--- config.mk ---
export PLATFORM = sky130hd
export DESIGN_NAME = wvs_ctrl_flat
export DESIGN_NICKNAME = d
export VERILOG_FILES = /design/src/hdl/wvs_pkg.sv /design/src/hdl/wvs_in_if.sv /design/src/hdl/wvs_ctrl.sv /design/src/flat_wrapper.sv
export SDC_FILE = /design/constraint.sdc
export NUM_CORES = 1
export LEC_CHECK = 0
export BUFFER_PORTS_ARGS = -buffer_cell sky130_fd_sc_hd__buf_2
export CAP_MARGIN = 10
export CORE_AREA = 2 2 66 68
export DETAILED_ROUTE_END_ITERATION = 16
export DIE_AREA = 0 0 68 70
export SYNTH_ARGS = -nofsm -noshare
export SYNTH_HDL_FRONTEND = slang
export SYNTH_SLANG_ARGS = --single-unit
--- constraint.sdc ---
create_clock -name clk -period 2 [get_ports clk]
set_input_delay 0.1 -clock clk [delete_from_list [all_inputs] [get_ports clk]]
set_output_delay 0.1 -clock clk [all_outputs]
set_load 0.01 [all_outputs]
--- src/hdl/wvs_pkg.sv ---
package wvs_pkg;

  localparam int ELEMS         = 12;
  localparam int WEIGHT_BITS   = 16;
  localparam int JOINTS_DEF    = 32;
  localparam int FRAC_BITS_DEF = 16;
  localparam int RUN_CYCLES    = 16;

  localparam logic CMD_WRITE = 1'b0;
  localparam logic CMD_TERM  = 1'b1;

  typedef struct packed {
    logic               cmd;
    logic [4:0]         joint;
    logic [3:0]         element;
    logic signed [31:0] value;
    logic [16:0]        weight;
    logic signed [31:0] pos_x;
    logic signed [31:0] pos_y;
    logic signed [31:0] pos_z;
    logic               last_term;
  } in_item_t;

  typedef struct packed {
    logic signed [31:0] out_x;
    logic signed [31:0] out_y;
    logic signed [31:0] out_z;
  } out_item_t;

  typedef struct packed {
    logic       cap;
    logic       wr;
    logic       rd;
    logic [3:0] rd_elem;
    logic       emit;
  } ctl_cmd_t;

  typedef struct packed {
    logic out_busy;
  } dp_status_t;

  function automatic logic signed [31:0] sat32(input logic signed [65:0] v);
    if (v > 66'sd2147483647) begin
      return 32'sh7fffffff;
    end else if (v < -66'sd2147483648) begin
      return 32'sh80000000;
    end
    return v[31:0];
  endfunction

endpackage

--- src/hdl/wvs_in_if.sv ---
interface wvs_in_if;
  import wvs_pkg::*;
  logic     valid;
  logic     ready;
  in_item_t item;
  modport source (output valid, output item, input ready);
  modport sink (input valid, input item, output ready);
endinterface

--- src/hdl/wvs_ctrl.sv ---
module wvs_ctrl #(
  parameter int JOINTS = wvs_pkg::JOINTS_DEF
) (
  input  logic                clk,
  input  logic                rst,
  wvs_in_if.sink              feed,
  input  wvs_pkg::dp_status_t st,
  output wvs_pkg::ctl_cmd_t   cmd
);
  import wvs_pkg::*;

  typedef enum logic [2:0] {
    IDLE = 3'b001,
    RUN  = 3'b010,
    EMIT = 3'b100
  } state_t;

  state_t     state, state_next;
  logic [4:0] cnt;
  logic       last_q;
  logic       accept;
  logic       joint_ok;

  assign feed.ready = (state == IDLE);
  assign accept     = feed.valid && feed.ready;
  assign joint_ok   = (32'(feed.item.joint) < JOINTS);

  always_comb begin
    state_next = state;
    cmd        = '0;
    unique case (state)
      IDLE: begin
        if (accept) begin
          if (feed.item.cmd == CMD_WRITE) begin
            cmd.wr = joint_ok && (32'(feed.item.element) < ELEMS);
          end else begin
            cmd.cap = 1'b1;
            if (joint_ok) begin
              state_next = RUN;
            end else if (feed.item.last_term) begin
              state_next = EMIT;
            end
          end
        end
      end
      RUN: begin
        cmd.rd      = (32'(cnt) < ELEMS);
        cmd.rd_elem = cnt[3:0];
        if (32'(cnt) == RUN_CYCLES - 1) begin
          state_next = last_q ? EMIT : IDLE;
        end
      end
      EMIT: begin
        if (!st.out_busy) begin
          cmd.emit   = 1'b1;
          state_next = IDLE;
        end
      end
      default: state_next = IDLE;
    endcase
  end

  always_ff @(posedge clk) begin
    if (rst) begin
      state  <= IDLE;
      cnt    <= '0;
      last_q <= 1'b0;
    end else begin
      state <= state_next;
      if (cmd.cap) begin
        last_q <= feed.item.last_term;
      end
      if (state == RUN && state_next == RUN) begin
        cnt <= cnt + 5'd1;
      end else begin
        cnt <= '0;
      end
    end
  end

  a_emit_needs_last: assert property (@(posedge clk) disable iff (rst)
    state == EMIT |-> last_q)
    else $error("emit without last term");
  a_run_entry: assert property (@(posedge clk) disable iff (rst)
    (state == RUN && cnt == 5'd0) |-> $past(state) == IDLE)
    else $error("run started outside idle");

endmodule

--- src/flat_wrapper.sv ---
// flat-port wrapper written by rule: the top's interface ports become plain ports
module wvs_ctrl_flat import wvs_pkg::*;
#(
  parameter int JOINTS = wvs_pkg::JOINTS_DEF
)
  (clk, rst, st, cmd, feed_valid, feed_item, feed_ready);
  wvs_in_if feed_i ();
  input  logic clk;
  input  logic rst;
  input  wvs_pkg::dp_status_t st;
  output wvs_pkg::ctl_cmd_t cmd;
  input wire logic [$bits(feed_i.valid)-1:0] feed_valid;
  input wire logic [$bits(feed_i.item)-1:0] feed_item;
  output wire logic [$bits(feed_i.ready)-1:0] feed_ready;
  assign feed_i.valid = feed_valid;
  assign feed_i.item = feed_item;
  assign feed_ready = feed_i.ready;
  wvs_ctrl #(.JOINTS(JOINTS)) u_core (.clk(clk), .rst(rst), .feed(feed_i), .st(st), .cmd(cmd));
endmodule
# Word level (Yosys, flattened, before mapping)
# Index checks and enable logic that the tools add are counted.
[word_totals] register_bits=9 inputBits=160 out_inout_bits=9 word_cells=28
[op_classes] add_sub_neg=1 magnitude_cmp=2 n_eq_ne=5 n_mux=13 n_bitwise=1 reduce_logical=3
[op_table] cell="$mux W3" count=5
[op_table] cell="$pmux W3 S3" count=1
[op_table] cell="$eq A3 B2 Y1 const B" count=2
[op_table] cell="$add A5 B1 Y5 const B" count=1
[op_table] cell="$eq A5 B4 Y1 const B" count=1
[op_table] cell="$lt A5 B4 Y1 const B" count=1
[op_table] cell="$mux W5" count=1
[op_table] cell="$lt A4 B4 Y1 const B" count=1
[op_table] cell="$mux W1" count=4
[op_table] cell="$mux W2" count=2
[op_table] cell="$eq A3 B1 Y1 const B" count=1
[op_table] cell="$eq A3 B3 Y1 const B" count=1
[op_table] cell="$logic_and A1 B1 Y1" count=2
[op_table] cell="$reduce_or A2 Y1" count=1
[op_table] cell="$not A1 Y1" count=1

# Longest topological paths before layout
[logic_depth] word_depth=8 depth_mapped=6 mapped_depth_nobuf=6

# Worst setup path after synthesis
# Ideal clock, no wire load.
[synth_path] path_kind="reg-to-reg" startpoint="register u_core.cnt[0]" endpoint="register u_core.cnt[2]" setup_time_ns=0.064 arrival_ns=1.529 required_ns=1.936 slack_ns=0.407 path_stages_with_launch=6 cell_sequence="dfxtp_1 ha_1 and3_1 ha_1 or4_4 nor2_1"
[synth_via] elab_chain_len=7 word_cells_on_any_way=8 classes_between="add/sub (1); eq/ne (2); mux (2); bitwise (1); reduce/logical (2)"
[synth_rtl] element="start, declared" line="wvs_ctrl.sv:19" text="logic [4:0] cnt;"
[synth_rtl] element="start signal, assigned" line="wvs_ctrl.sv:74" text="cnt <= cnt + 5'd1;"
[synth_rtl] element="$eq A5 B4 Y1" line="wvs_ctrl.sv:49" text="if (32'(cnt) == RUN_CYCLES - 1) begin"
[synth_rtl] element="$mux W3" line="wvs_ctrl.sv:49"
[synth_rtl] element="$pmux W3 S3" line="wvs_ctrl.sv:31" text="unique case (state)"
[synth_rtl] element="$eq A3 B2 Y1" line="wvs_ctrl.sv:73" text="if (state == RUN && state_next == RUN) begin"
[synth_rtl] element="$logic_and A1 B1 Y1" line="wvs_ctrl.sv:73"
[synth_rtl] element="$not A1 Y1 (no line)"
[synth_rtl] element="$reduce_or A2 Y1 (no line)"
# Parallel ways exist; a longest one is shown, timed or not.
# A chain may end at the register's enable or synchronous reset.

# Worst setup path in the final report
# Same ends and word-level chain as after synthesis.

==> results.toml <==
[run_status]
status = "finished clean"

[clock_network]
clkLatencyLatePin_ps = 230
htreeDepth = 1
clk_pin_slew_ps = 40
postCtsSetupBuffers = 0
cts_tree = "done"
cts_root_buffer = "clkbuf_8"
cts.sinks = 9
clk_path_buf_depth = 2
cts.repair.resized = 0
cts_buffers = 3
ctsHoldBuffers = 0

[sta]
finalCritPeriodShare = 0.8642
setup_tns_ps = 0
setup_violations = 0
rsz0062_at_grt = "false"
fin_ws_ps = 271.6
slew_headroom = 0.7581
finalCriticalPeriod_ps = 1728
fmax_ghz = 0.5786
finClkSkew_ps = 0.8315
fin_hold_ws_ps = 89.70
drv_slew = 0
worstMarginPinSlew_ps = 353.7
hold_viol_final = 0

[floorplanning]
fp.coreArea_sq_um = 4144
rows = 24
die_h_microns = 70
fp.dieW_microns = 68
die_area_sq_um = 4760
io_pins = 169
start_util = 0.1178

[layout]
fin_area_sq_um = 654.4
multi_input_comb_area_sq_um = 272.8
fillers = 483
regArea_sq_um = 180.2
nets = 235
areaGrowthSynthToFinish_pct = 34.10
drive_gt1_frac = 0.2917
diodes = 0

[routing]
drt-total-wl_microns = 1152
detailedRoute.firstPassIterationCount = 3
wl_met3_microns = 180
viasPerCell = 3.444
antenna_left = 0
dr.max_layer_used = "met3"
vias = 427
met1_length_microns = 581
dr_wl_met2_microns = 390
wl_per_cell_microns = 9.290
drt_iter0_drc = 35
drc = 0

[grt]
grt_pass1_vias = 413
grt_max_degree = 12
grt_overflow = 0
grt_pass1_wl_microns = 1918
grt_usage = 0.05495
antenna_found_initial = 0

[placement]
pre_cts_ws_ps = 277.5
dp_hpwl_microns = 878.5
port-buffer-count = 16
gp_congestion = 0.6222
place_area_sq_um = 609.3

[pwr]
ir_worst_vdd_mv = 0.2894
totalPowerFinal_mw = 0.4305
leakage_nw = 0.2575
p_per_area_nw_per_um2 = 657.9

[synth]
synth_cell_type_count = 27
synth-seq-cells = 9
syn-instance-count = 55
yosysWarnings = 0
syn_avg_cell_area_sq_um = 8.872
synth_nets = 217
synth_area_sq_um = 488.0
synth-seq-area-share = 0.3692

[worst_setup_path]
path_cells = "ha_1 -> and3_1 -> ha_1 -> or4_4 -> nor2_1"
critical_path.most_common_cell = "ha_1"
startpoint_type = "flop"
required_ps = 2160
max_stage_delay_ps = 570
timing.critical_path.arrival_ps = 1890
crit_type = "flop to flop"
cp_top_family = "simple AND/OR/NAND/NOR gates"
worst-path-buf-inv = 0
cp_slowest_cell = "or4_4"
path_max_fanout = 5
worst_setup_path_end_kind = "flop"

[min_path]
min_path_type = "primary input to flop"

[run]
drv_cap = 0
logic make-up after synthesis:
kind of cell | count (synthesis) | share of synthesized area
buf+inv | 6 | 0.07179
flops | 9 | 0.3692
compound gates | 7 | 0.1052
xor+xnor | 2 | 0.03590
simple gates | 28 | 0.3461
fa+ha+maj | 2 | 0.05127
mux | 1 | 0.02051
synthesized netlist by cell type:
cell       count  share of area
dfxtp_1        9           0.37
nor2_1         6          0.046
and2_1         4          0.051
inv_1          3          0.023
nand2_1        3          0.023
nand3b_1       3          0.046
a2111oi_0      2          0.036
ha_1           2          0.051
nand3_1        2          0.021
nor3_1         2          0.021
nor3b_1        2          0.031
o21ai_0        2          0.021
and3_1         1          0.013
buf_2          1          0.010
buf_4          1          0.015
buf_6          1          0.023
mux2i_1        1          0.021
nand2b_1       1          0.013
nand2b_4       1          0.028
nor2b_1        1          0.013
nor4b_1        1          0.018
o211ai_1       1          0.015
o22a_1         1          0.018
o31ai_1        1          0.015
or4_4          1          0.023
xnor2_1        1          0.018
xor2_1         1          0.018
placed cells by master, fill, tap and decap left out, types with 2 or more instances in the layout:
cell / n
dfxtp_1: 9
ha_1: 2
nand2_1: 3
nor3b_1: 2
inv_1: 3
clkbuf_8: 3
and2_1: 4
a2111oi_0: 2
buf_2: 16
nand3_1: 2
o21ai_0: 2
nor3_1: 2
nor2_1: 6
nand3b_1: 3
state kept, by name (all words and copies together), names as in the netlist:
name           count
u_core.cnt         5
u_core.last_q      1
u_core.state       3
layer usage:
metal,vias to the layer above,track usage
li1,224,-
met1,185,0.06988
met2,18,0.06580
met3,0,0.04670
met4,0,0.02000
met5,-,0
worst reg2reg max path, stage by stage, from the launching register on:
cell     delay (ps)
dfxtp_1         330
ha_1            230
and3_1          190
ha_1            230
or4_4           570
nor2_1          130
layout make-up:
cell class,count,area share
Multi-Input combinational cell,40,0.4168
Sequential cell,9,0.2753
Inverter,3,0.01721
Tap cell,52,0.09943
Clock buffer,4,0.06883
Timing Repair Buffer,16,0.1224
per-stage QoR:
stage | instances | util
global placement | 120 | 0.1470
CTS | 124 | 0.1579
global route | 124 | 0.1579
floorplan | 55 | -
detailed placement | 120 | 0.1470
finish | 124 | 0.1579
final timing paths:
path	slack, ps	end	from	depth (start not counted)
min	90	u_core.state[1]	rst	2
max reg2reg	270	u_core.cnt[2]	u_core.cnt[0]	5
max	270	u_core.cnt[2]	u_core.cnt[0]	5
min reg2reg	460	u_core.cnt[0]	u_core.cnt[0]	1
where the power goes:
part           internal [mW]  leakage, nW  total, mW  switching [mW]
registers              0.184       0.0729      0.191         0.00742
clock network          0.139       0.0228      0.208          0.0691
logic                 0.0165        0.162     0.0318          0.0153
total                  0.339        0.257      0.430          0.0918
No activity file was read; power rests on OpenSTA's default activity.
